[config.mk]
export PLATFORM = sky130hd
export DESIGN_NAME = sliding_window_min_max_average
export DESIGN_NICKNAME = d
export VERILOG_FILES = /design/src/design/swmma_pkg.sv /design/src/design/swmma_ram.sv /design/src/design/sliding_window_min_max_average.sv
export VERILOG_INCLUDE_DIRS = /design/src /design/src/design
export SDC_FILE = /design/constraint.sdc
export NUM_CORES = 1
export LEC_CHECK = 0
export BUFFER_PORTS_ARGS = -buffer_cell sky130_fd_sc_hd__buf_2
export CAP_MARGIN = 25
export CORE_AREA = 2 2 212 214
export CTS_CLUSTER_DIAMETER = 80
export DETAILED_ROUTE_END_ITERATION = 8
export DIE_AREA = 0 0 214 216
export PLACE_DENSITY_LB_ADDON = 0.2
export SLEW_MARGIN = 20
export SYNTH_ARGS = -nofsm -noshare
export SYNTH_HDL_FRONTEND = slang
export SYNTH_SLANG_ARGS = --single-unit
[constraint.sdc]
create_clock -name clk -period 9.5 [get_ports clk]
set_input_delay 0.95 -clock clk [delete_from_list [all_inputs] [get_ports clk]]
set_output_delay 0.95 -clock clk [all_outputs]
set_load 0.05 [all_outputs]
[src/design/sliding_window_min_max_average_assert.svh]
// ---------------------------------------------------------------------------
// Assertion macros for the sliding window min/max/average block
// Each macro expands to a concurrent assertion on clk with rst_n as disable.
// ---------------------------------------------------------------------------
`ifndef SLIDING_WINDOW_MIN_MAX_AVERAGE_ASSERT_SVH
`define SLIDING_WINDOW_MIN_MAX_AVERAGE_ASSERT_SVH

`ifndef ASSERT_OFF
// Condition must hold at every clock edge out of reset.
`define SWMMA_ASSERT(lbl, cond, msg) \
  lbl: assert property (@(posedge clk) disable iff (!rst_n) (cond)) else $error(msg);
// Antecedent in this cycle implies consequent in this cycle.
`define SWMMA_ASSERT_IMP(lbl, ante, cons, msg) \
  lbl: assert property (@(posedge clk) disable iff (!rst_n) (ante) |-> (cons)) else $error(msg);
// Antecedent in this cycle implies consequent in the next cycle.
`define SWMMA_ASSERT_NEXT(lbl, ante, cons, msg) \
  lbl: assert property (@(posedge clk) disable iff (!rst_n) (ante) |=> (cons)) else $error(msg);
`else
`define SWMMA_ASSERT(lbl, cond, msg)
`define SWMMA_ASSERT_IMP(lbl, ante, cons, msg)
`define SWMMA_ASSERT_NEXT(lbl, ante, cons, msg)
`endif

`endif

[src/design/swmma_pkg.sv]
// ---------------------------------------------------------------------------
// swmma_pkg
// Shared widths and defaults for the sliding window min/max/average block.
// ---------------------------------------------------------------------------
package swmma_pkg;

  // Default history depth
  localparam int DEF_WINDOW = 32;

  // Field widths
  localparam int SAMPLE_W   = 16;
  localparam int SUM_OUT_W  = 21;
  localparam int MEAN_W     = 16;
  localparam int CNT_OUT_W  = 6;

  // Input and output stream widths (fields packed, padded to bytes)
  localparam int IN_TDATA_W  = 16;
  localparam int OUT_TDATA_W = 80;

  // Largest sample value, start value of the running minimum
  localparam logic [SAMPLE_W-1:0] SAMPLE_MAX = '1;

endpackage

[src/design/swmma_ram.sv]
// ---------------------------------------------------------------------------
// swmma_ram
// Generic single-write, single-read RAM with a registered read port.
// ---------------------------------------------------------------------------
module swmma_ram #(
  parameter int WIDTH = 16,
  parameter int DEPTH = 32
) (
  input  logic                     clk,
  input  logic                     we,
  input  logic [$clog2(DEPTH)-1:0] waddr,
  input  logic [WIDTH-1:0]         wdata,
  input  logic [$clog2(DEPTH)-1:0] raddr,
  output logic [WIDTH-1:0]         rdata
);

  logic [WIDTH-1:0] mem [DEPTH];

  // Write port and registered read
  always_ff @(posedge clk) begin
    if (we) begin
      mem[waddr] <= wdata;
    end
    rdata <= mem[raddr];
  end

endmodule

[src/design/sliding_window_min_max_average.sv]
// ---------------------------------------------------------------------------
// sliding_window_min_max_average
// Sum, minimum, maximum and mean over the last WINDOW samples of a stream.
// ---------------------------------------------------------------------------
// Usage:
//   in_*  : one 16-bit unsigned sample per item. The sample is stored in a
//           circular history RAM of WINDOW entries.
//   out_* : one result item per sample: sum, min and max over the samples
//           stored so far (at most WINDOW), the mean (sum / WINDOW, floor,
//           always by the full WINDOW) and the number of samples included.
// Timing:
//   After an item is accepted the block walks the history through the RAM
//   read port, one entry per cycle, newest first, then the mean is formed
//   in the last walk cycle by a multiply with the constant reciprocal of
//   WINDOW. The result is loaded into the output register from the done
//   state, and the next item can be taken once the block is back in idle;
//   in_tready is high only between items. The RAM read port sets the pace.
// Stall:
//   The result sits in an output register; the next sample is accepted
//   while it waits. A new result waits in turn until the register is free.
// Reset:
//   Pointer, fill count and handshake state are cleared; the history RAM is
//   not, and entries are only ever read after being written.
// ---------------------------------------------------------------------------
`include "sliding_window_min_max_average_assert.svh"

module sliding_window_min_max_average #(
  parameter int WINDOW = swmma_pkg::DEF_WINDOW
) (
  input  logic                               clk,
  input  logic                               rst_n,
  // in_tdata: [15:0] sample_value
  input  logic                               in_tvalid,
  output logic                               in_tready,
  input  logic [swmma_pkg::IN_TDATA_W-1:0]   in_tdata,
  // out_tdata: [20:0] window_sum, [36:21] window_min, [52:37] window_max,
  //            [68:53] window_mean, [74:69] valid_entries, [79:75] zero
  output logic                               out_tvalid,
  input  logic                               out_tready,
  output logic [swmma_pkg::OUT_TDATA_W-1:0]  out_tdata
);

  import swmma_pkg::*;

  localparam int AW    = $clog2(WINDOW);
  localparam int CW    = $clog2(WINDOW + 1);
  localparam int SUM_W = $clog2(WINDOW * 65535 + 1);
  // Mean by reciprocal multiplication, exact floor for any sum below 2^SUM_W
  localparam int RS    = SUM_W + $clog2(WINDOW);
  localparam int RW    = SUM_W + 1;
  localparam int PW    = SUM_W + RW;
  localparam longint unsigned RECIP_L =
    ((64'd1 << RS) + 64'(WINDOW) - 64'd1) / 64'(WINDOW);
  localparam logic [RW-1:0] RECIP = RW'(RECIP_L);

  typedef enum logic [1:0] {ST_IDLE, ST_WALK, ST_DONE} state_t;

  // Control registers
  state_t          state_r, state_nxt;
  logic [AW-1:0]   wptr_r, wptr_nxt;
  logic [AW-1:0]   rptr_r, rptr_nxt;
  logic [CW-1:0]   fill_r, fill_nxt;
  logic [CW-1:0]   left_r, left_nxt;
  logic            dvld_r, dvld_nxt;
  logic            out_valid_r, out_valid_nxt;

  // Datapath registers
  logic [SUM_W-1:0]    sum_r, sum_nxt;
  logic [SAMPLE_W-1:0] lo_r, lo_nxt;
  logic [SAMPLE_W-1:0] hi_r, hi_nxt;
  logic [MEAN_W-1:0]   quo_r, quo_nxt;
  logic [OUT_TDATA_W-1:0] out_data_r, out_data_nxt;

  logic                in_acc;
  logic [SAMPLE_W-1:0] rd_data;
  logic [PW-1:0]       mean_prod;
  logic [SUM_W+SUM_OUT_W-1:0] sum_ext;
  logic [CW+CNT_OUT_W-1:0]    cnt_ext;

  assign in_acc    = in_tvalid && in_tready;
  assign in_tready = (state_r == ST_IDLE);
  assign out_tvalid = out_valid_r;
  assign out_tdata  = out_data_r;

  // History RAM
  swmma_ram #(
    .WIDTH (SAMPLE_W),
    .DEPTH (WINDOW)
  ) u_hist (
    .clk   (clk),
    .we    (in_acc),
    .waddr (wptr_r),
    .wdata (in_tdata[SAMPLE_W-1:0]),
    .raddr (rptr_r),
    .rdata (rd_data)
  );

  // Sum times the reciprocal of the window size
  assign mean_prod = PW'(sum_r) * PW'(RECIP);
  // Output widths through zero-extended copies, then truncated
  assign sum_ext = {{SUM_OUT_W{1'b0}}, sum_r};
  assign cnt_ext = {{CNT_OUT_W{1'b0}}, fill_r};

  // Next-state logic
  always_comb begin
    state_nxt     = state_r;
    wptr_nxt      = wptr_r;
    rptr_nxt      = rptr_r;
    fill_nxt      = fill_r;
    left_nxt      = left_r;
    dvld_nxt      = 1'b0;
    out_valid_nxt = out_valid_r && !out_tready;
    sum_nxt       = sum_r;
    lo_nxt        = lo_r;
    hi_nxt        = hi_r;
    quo_nxt       = quo_r;
    out_data_nxt  = out_data_r;

    case (state_r)
      ST_IDLE: begin
        if (in_acc) begin
          // Store sample, walk starts at the newest entry
          rptr_nxt = wptr_r;
          wptr_nxt = (wptr_r == AW'(WINDOW - 1)) ? '0 : wptr_r + 1'b1;
          fill_nxt = (fill_r == CW'(WINDOW)) ? fill_r : fill_r + 1'b1;
          left_nxt = fill_nxt;
          sum_nxt  = '0;
          lo_nxt   = SAMPLE_MAX;
          hi_nxt   = '0;
          state_nxt = ST_WALK;
        end
      end
      ST_WALK: begin
        // Issue one read per cycle, going back in time
        if (left_r != '0) begin
          left_nxt = left_r - 1'b1;
          rptr_nxt = (rptr_r == '0) ? AW'(WINDOW - 1) : rptr_r - 1'b1;
          dvld_nxt = 1'b1;
        end
        // Fold in the entry read last cycle
        if (dvld_r) begin
          sum_nxt = sum_r + SUM_W'(rd_data);
          if (rd_data < lo_r) lo_nxt = rd_data;
          if (rd_data > hi_r) hi_nxt = rd_data;
        end
        // Walk done: take the mean from the final sum
        if ((left_r == '0) && !dvld_r) begin
          quo_nxt   = mean_prod[RS +: MEAN_W];
          state_nxt = ST_DONE;
        end
      end
      ST_DONE: begin
        // Load the output register once it is free
        if (!out_valid_r || out_tready) begin
          out_valid_nxt = 1'b1;
          out_data_nxt  = {5'b0, cnt_ext[CNT_OUT_W-1:0], quo_r, hi_r, lo_r,
                           sum_ext[SUM_OUT_W-1:0]};
          state_nxt     = ST_IDLE;
        end
      end
      default: begin
        state_nxt = ST_IDLE;
      end
    endcase
  end

  // Control state and registered outputs
  always_ff @(posedge clk) begin
    if (!rst_n) begin
      state_r     <= ST_IDLE;
      wptr_r      <= '0;
      rptr_r      <= '0;
      fill_r      <= '0;
      left_r      <= '0;
      dvld_r      <= 1'b0;
      out_valid_r <= 1'b0;
      out_data_r  <= '0;
    end else begin
      state_r     <= state_nxt;
      wptr_r      <= wptr_nxt;
      rptr_r      <= rptr_nxt;
      fill_r      <= fill_nxt;
      left_r      <= left_nxt;
      dvld_r      <= dvld_nxt;
      out_valid_r <= out_valid_nxt;
      out_data_r  <= out_data_nxt;
    end
  end

  // Datapath registers, no reset
  always_ff @(posedge clk) begin
    sum_r <= sum_nxt;
    lo_r  <= lo_nxt;
    hi_r  <= hi_nxt;
    quo_r <= quo_nxt;
  end

  // Checks
  `SWMMA_ASSERT(a_fill_range, (fill_r <= CW'(WINDOW)), "fill count above window size")
  `SWMMA_ASSERT(a_wptr_range, (32'(wptr_r) < WINDOW), "write pointer out of range")
  `SWMMA_ASSERT_NEXT(a_walk_len, in_acc, (left_r == fill_r) && (state_r == ST_WALK), "walk length differs from fill count")
  `SWMMA_ASSERT_IMP(a_dvld_walk, dvld_r, (state_r == ST_WALK), "read data returned outside walk")
  `SWMMA_ASSERT_IMP(a_out_load, $rose(out_valid_r), $past(state_r == ST_DONE), "result loaded without finished item")

endmodule

==> run summary, run 1 <==
total congestion overflow = 0
launch instance of the worst register-to-register path = rptr_r[1]
Final Worst Setup Slack = 6.15 ns
Post-Route Hold Slack = 0.451 ns
setup clock skew after layout = 0.0291 ns
final weighted congestion in routability-driven placement = 0.872
Hold-fix buffers, CTS = 0
WP data required = 9.97 ns
final number of max-transition violations = 0
fraction of layout instances using a drive strength above 1 = 23.3%
Clock Latency Late Sink = 0.60 ns
clock slew at the register clock pins of the worst setup and hold paths = 0.06 ns
Max H-tree Level = 3
nets@finish = 1895
TritonCTS clock tree = yes
final design utilization = 72.1%
slew at the pin with the worst max-slew slack = 1.04 ns
I/O pin count = 102
Hold Path Class = reg2reg
clock buffer count from CTS = 68
crit-path max FO = 68
number of instances in the synthesized netlist = 1688
count of flip-flops with a built-in enable after synthesis = 581
post-synthesis async set-or-reset flop share = 0%
Setup Buffers After CTS = 0
Total Die Area = 46200 sq um
longest individual stage delay on the worst path = 1.03 ns
total negative slack = 0 ns
Most used DFF post-synth = edfxtp_1
number of hold violations in the final report = 0
CTS Root Cell = clkbuf_16
crit path buf inv count = 1
number of instances resized during post-cts repair = 0
Die X = 214 um
buffers from clock root to sink, at most = 3
first-pass GRT wire length = 93400 um
Max Cap Violations = 0
critical path class = reg2reg
Iteration-0 DRC Markers = 1588
via count of the first global-routing pass = 15300
total of warnings raised by yosys = 0
Max-slew headroom = 30.3%
total core area = 43800 sq um
Placed Area = 29400 sq um
reported leakage power = 10.7 nW
final worst path period share = 35.3%
number of vias per cell = 6.28
PortBufs = 96
run status = complete, no violations
number of placement rows = 77
number of distinct library cells after synthesis = 58
kind of capture point of the worst setup path = flip-flop
Fmax = 0.298 GHz
CP Data Arrival Time = 3.83 ns
average footprint of a synthesized cell = 16.7 sq um
remaining antenna violation count after routing = 0
total DRC errors in the routed layout = 0
library cell contributing the largest single delay on the critical path = dfxtp_4
Worst VDD drop = 0.203 mV
final setup vio count = 0
Synth-to-Final Area Change = 12.3%
overall track demand over capacity in global routing = 27.4%
post-route minimum period = 3.35 ns
floorplan die height = 216 um
mapped cell area = 28100 sq um
total number of clock tree sinks = 698
setup slack after placement = 6.19 ns
category of cells accounting for the largest share of critical-path delay = multiplexers
Yosys reg bits = 698
initial core utilization = 64.2%
cell seen most often among critical-path stages = mux4_2
setup repair after global routing missed its margin = false
worst hold path startpoint = out_tdata[24]
pin count of the biggest net entering global routing = 76
drt pass-1 iters = 5
kind of launch point of the worst setup path = flip-flop
final design instance area without fill = 31600 sq um
average wire per cell in the routed design = 25.1 um
HPWL after detailed placement = 36400 um
Via Count = 15500
number of antenna violations at the first check in global routing = 7
total power per unit cell area = 252 nW/um^2
wire length reported by the detailed router = 61900 um
Critical Path Source = rptr_r[1]
share of synthesized area occupied by flip-flops and latches = 70.3%
ordered list of cells on the worst path = buf_4 > mux4_2 > mux4_2 > mux2_2
-- worst paths after layout --
| check | end | slack, ns | depth (start not counted) |
|---|---|---|---|
| setup reg to reg | u_hist.rdata[14] | 6.15 | 4 |
| hold reg to reg | out_tdata[24] | 0.45 | 2 |
| hold / removal | out_tdata[24] | 0.45 | 2 |
| setup / recovery | u_hist.rdata[14] | 6.15 | 4 |
-- cell usage in the layout (no fill, tap or decap), types with 4 or more instances in the layout --
cell,netlist,final
nand3_1,14,14
clkinv_2,0,13
edfxtp_1,581,581
mux2i_1,5,5
nand3b_1,4,4
buf_4,5,48
buf_2,5,96
clkinv_1,0,7
mux2_2,16,16
o21a_1,7,7
nand2_1,190,190
a21o_1,17,17
a211oi_1,12,12
ha_1,57,57
o211ai_1,7,7
clkbuf_16,0,69
clkbuf_1,62,19
and3_1,7,7
nor2_1,60,60
and2_1,25,25
xnor2_1,8,8
a21boi_0,12,12
nand2b_1,25,24
nand4_1,7,7
conb_1,1,5
nor3_1,15,14
inv_1,45,45
mux4_2,160,160
nor2b_1,7,5
bufinv_16,0,6
dfxtp_1,117,113
o21ai_0,28,27
clkbuf_8,0,5
o31ai_1,4,4
or3_1,7,7
xor2_1,6,6
a21oi_1,112,112
a31oi_1,4,4
-- power by group --
group / total (mW) / switching, mW / leakage [nW] / internal, mW
combinational: 1.52 / 0.857 / 3.36 / 0.667
clock: 2.67 / 1.12 / 1.09 / 1.55
sequential: 3.76 / 0.237 / 6.21 / 3.52
total: 7.96 / 2.22 / 10.7 / 5.74
-- Yosys cell counts, types with 8 or more instances --
cell | count | area (sq um)
dfxtp_1 | 117 | 2340
mux2_2 | 16 | 180
nor2_1 | 60 | 225
o21ai_0 | 28 | 140
nand3_1 | 14 | 70.1
a211oi_1 | 12 | 90.1
mux4_2 | 160 | 3600
edfxtp_1 | 581 | 17400
and2_1 | 25 | 156
clkbuf_1 | 62 | 233
buf_1 | 10 | 37.5
nand2_1 | 190 | 713
nand2b_1 | 25 | 156
buf_6 | 9 | 101
nor3_1 | 15 | 75.1
a21oi_1 | 112 | 561
a21boi_0 | 12 | 90.1
a21o_1 | 17 | 128
xnor2_1 | 8 | 70.1
ha_1 | 57 | 713
inv_1 | 45 | 169
-- metal layers --
metal | global-route usage, % | vias up | routed length, um
met2 | 45.5 | 680 | 31200
met4 | 10.4 | 10 | 2080
met3 | 6.31 | 137 | 5020
met1 | 35.7 | 7862 | 23600
met5 | 0 | - | 63
li1 | - | 6789 | -
-- layout make-up --
cell class                 count  area [sq um]
clock inverter                32           339
clock buffer                  93          1870
antenna                        1          2.50
tap                          592           741
timing repair buffer         146           888
fill                        2678         12200
multi-input combinational    856          7780
sequential                   698         19800
inverter                      47           176
-- per-stage QoR --
stage / instances / power, mW
after global placement: 2335 / 5.28
after CTS: 2463 / 8.01
final: 2465 / 7.96
after detailed placement: 2338 / 5.34
after floorplan: 1692 / 4.88
after global routing: 2464 / 8.28
-- registers in the layout (all words and copies together) (netlist names) --
signal and count:
dvld_r 1, out_tvalid 1, hi_r 16, rptr_r 5, lo_r 16, sum_r 21
wptr_r 5, state_r 2, out_tdata 75, left_r 6, u_hist.mem 512, fill_r 6
u_hist.rdata 16, quo_r 16
-- cells by family after synthesis --
| family | Yosys count | share of synthesized area [%] |
|---|---|---|
| mux | 181 | 13.6 |
| flops | 698 | 70.3 |
| xor+xnor | 14 | 0.436 |
| buf+inv | 138 | 2.17 |
| simple gates | 374 | 6.06 |
| fa+ha+maj | 58 | 2.61 |
| other cells | 1 | 0.0133 |
| compound gates | 224 | 4.78 |
-- worst register-to-register path, stage by stage (launching register included) --
cell     delay, ns
dfxtp_4       1.03
buf_4         0.89
mux4_2        0.49
mux4_2        0.55
mux2_2        0.29
Note: power is estimated with default switching activity, not from simulation.
==> run 2: changes to the inputs <==
CORE_AREA = 2 2 217 219   (was 2 2 212 214)
DIE_AREA = 0 0 219 221   (was 0 0 214 216)
clock period = 3.27 ns   (was 9.5 ns; I/O delays follow)
==> run 2 against run 1 <==
Critical path depth increased by 2. Core utilization decreased by 2.6 points. Count of clock-buffer cells in the layout increased by 7. Largest power group unchanged.
==> run summary, run 2 (synthesis results as in run 1) <==
CP Data Arrival Time = 3.01 ns (-0.82 ns)
count of antenna diodes in the layout = 0 (-1)
average wire per cell in the routed design = 25.3 um (+0.58%)
longest individual stage delay on the worst path = 0.66 ns (-0.37 ns)
category of cells accounting for the largest share of critical-path delay = compound AO/OA/AOI/OAI gates
Clock Latency Late Sink = 0.62 ns (+0.02 ns)
Iteration-0 DRC Markers = 1488 (-6.3%)
pin count of the biggest net entering global routing = 70 (-7.9%)
overall track demand over capacity in global routing = 26.9% (-0.48 points)
WP data required = 3.61 ns (-6.36 ns)
Max Cap Violations = 0 (unchanged)
first-pass GRT wire length = 95700 um (+2.4%)
crit path buf inv count = 0 (-1)
Via Count = 15500 (+0.38%)
wire length reported by the detailed router = 63300 um (+2.2%)
Die X = 219 um (+2.3%)
final worst path period share = 81.7% (+46 points)
Total Die Area = 48400 sq um (+4.7%)
slew at the pin with the worst max-slew slack = 0.810 ns (-0.235 ns)
TritonCTS clock tree = yes
Max H-tree Level = 3 (unchanged)
HPWL after detailed placement = 38300 um (+5.4%)
area used by multi-input combinational logic = 7870 sq um (+1.1%)
kind of launch point of the worst setup path = flip-flop
total core area = 46100 sq um (+5.1%)
buffers from clock root to sink, at most = 3 (unchanged)
CTS Root Cell = clkbuf_16
Setup Buffers After CTS = 0 (unchanged)
total DRC errors in the routed layout = 0 (unchanged)
Max-slew headroom = 45.9% (+16 points)
kind of capture point of the worst setup path = flip-flop
critical path class = reg2reg
number of inserted filler cells in the final layout = 2984 (+11%)
setup repair after global routing missed its margin = false
number of instances resized during post-cts repair = 0 (unchanged)
drt pass-1 iters = 5 (unchanged)
final number of max-transition violations = 0 (unchanged)
setup slack after placement = 0.693 ns (-5.50 ns)
Final Worst Setup Slack = 0.598 ns (-5.55 ns)
leading cell type in the layout, fill and taps excluded = edfxtp_1
register with the most flip-flops = u_hist.mem
total negative slack = 0 ns (unchanged)
reported leakage power = 10.8 nW (+1.3%)
final non-filler cell total = 2505 (+1.6%)
run status = complete, no violations
Worst VDD drop = 0.616 mV (+200%)
post-route minimum period = 2.67 ns (-0.682 ns)
final design instance area without fill = 32000 sq um (+1.2%)
number of vias per cell = 6.20 (-1.2%)
Fmax = 0.374 GHz (+26%)
initial core utilization = 61.1% (-3.1 points)
Synth-to-Final Area Change = 13.6%
Post-Route Hold Slack = 0.170 ns (-0.281 ns)
library cell contributing the largest single delay on the critical path = dfxtp_1
Placed Area = 29800 sq um (+1.3%)
number of hold violations in the final report = 0 (unchanged)
remaining antenna violation count after routing = 0 (unchanged)
I/O pin count = 102 (unchanged)
total area of sequential cells = 19800 sq um (about the same)
final weighted congestion in routability-driven placement = 0.922 (+5.8%)
total number of clock tree sinks = 698 (unchanged)
nets@finish = 1922 (+1.4%)
Hold Path Class = in2reg
clock buffer count from CTS = 70 (+2.9%)
flip-flop count of the largest register after layout = 512 (unchanged)
final setup vio count = 0 (unchanged)
setup clock skew after layout = 0.0346 ns (+0.00552 ns)
clock slew at the register clock pins of the worst setup and hold paths = 0.06 ns (about the same)
crit-path max FO = 7 (-90%)
PortBufs = 96 (unchanged)
via count of the first global-routing pass = 15700 (+2.6%)
placed insts = 2379 (+1.8%)
commonest cells after routing, fill and taps aside = edfxtp_1, nand2_1, mux4_2
fraction of layout instances using a drive strength above 1 = 26.1% (+2.7 points)
total congestion overflow = 0 (unchanged)
total power per unit cell area = 726 nW/um^2 (+190%)
Hold-fix buffers, CTS = 0 (unchanged)
ordered list of cells on the worst path = ha_1 > a21o_1 > a211oi_1 > a2111oi_0 > a31oi_1 > mux2i_1
floorplan die height = 221 um (+2.3%)
number of placement rows = 79 (+2.6%)
number of antenna violations at the first check in global routing = 6 (-1)
[run 2: area by class of cell]
class | instances | area share (%)
clock buffer | 100 | 6.28
multi-input combinational | 856 | 24.6
tap | 607 | 2.37
clock inverter | 26 | 0.618
inverter | 47 | 0.552
sequential | 698 | 61.9
timing repair buffer | 171 | 3.65
[run 2: layer usage]
metal | wire (um) | up-vias | global-route usage [%] | part of all wire, %
met5 | 68 | - | 0 | 0.11
li1 | - | 6843 | - | -
met1 | 25100 | 7903 | 36.8 | 40
met3 | 4990 | 138 | 5.91 | 7.9
met4 | 1860 | 12 | 8.96 | 2.9
met2 | 31300 | 641 | 43.6 | 49
[run 2: worst paths after layout]
check | end | depth (start not counted) | slack (ns) | startpoint
max | sum_r[20] | 6 | 0.60 | u_hist.rdata[9]
min | out_tvalid | 3 | 0.17 | out_tready
max reg2reg | sum_r[20] | 6 | 0.60 | u_hist.rdata[9]
min reg2reg | out_tdata[39] | 2 | 0.45 | out_tdata[39]
[run 2: worst reg2reg max path: cells and delay by family, from the launching register on]
family	cells	cell delay (ns)
AOI/OAI and AO/OA	4	1.21
DFF	1	0.66
muxes	1	0.10
adders and majority gates	1	0.41
[run 2: stage by stage]
step | util, % | power [mW]
floorplan | - | 14.2
global placement | 64.6 | 15.6
detailed placement | 64.6 | 15.7
CTS | 69.4 | 23.3
global route | 69.4 | 24.1
finish | 69.4 | 23.2
[run 2: power breakdown]
| part | switching, mW | internal (mW) |
|---|---|---|
| sequential | 0.653 | 10.2 |
| clock | 3.22 | 4.44 |
| combinational | 2.62 | 2.02 |
| total | 6.50 | 16.7 |
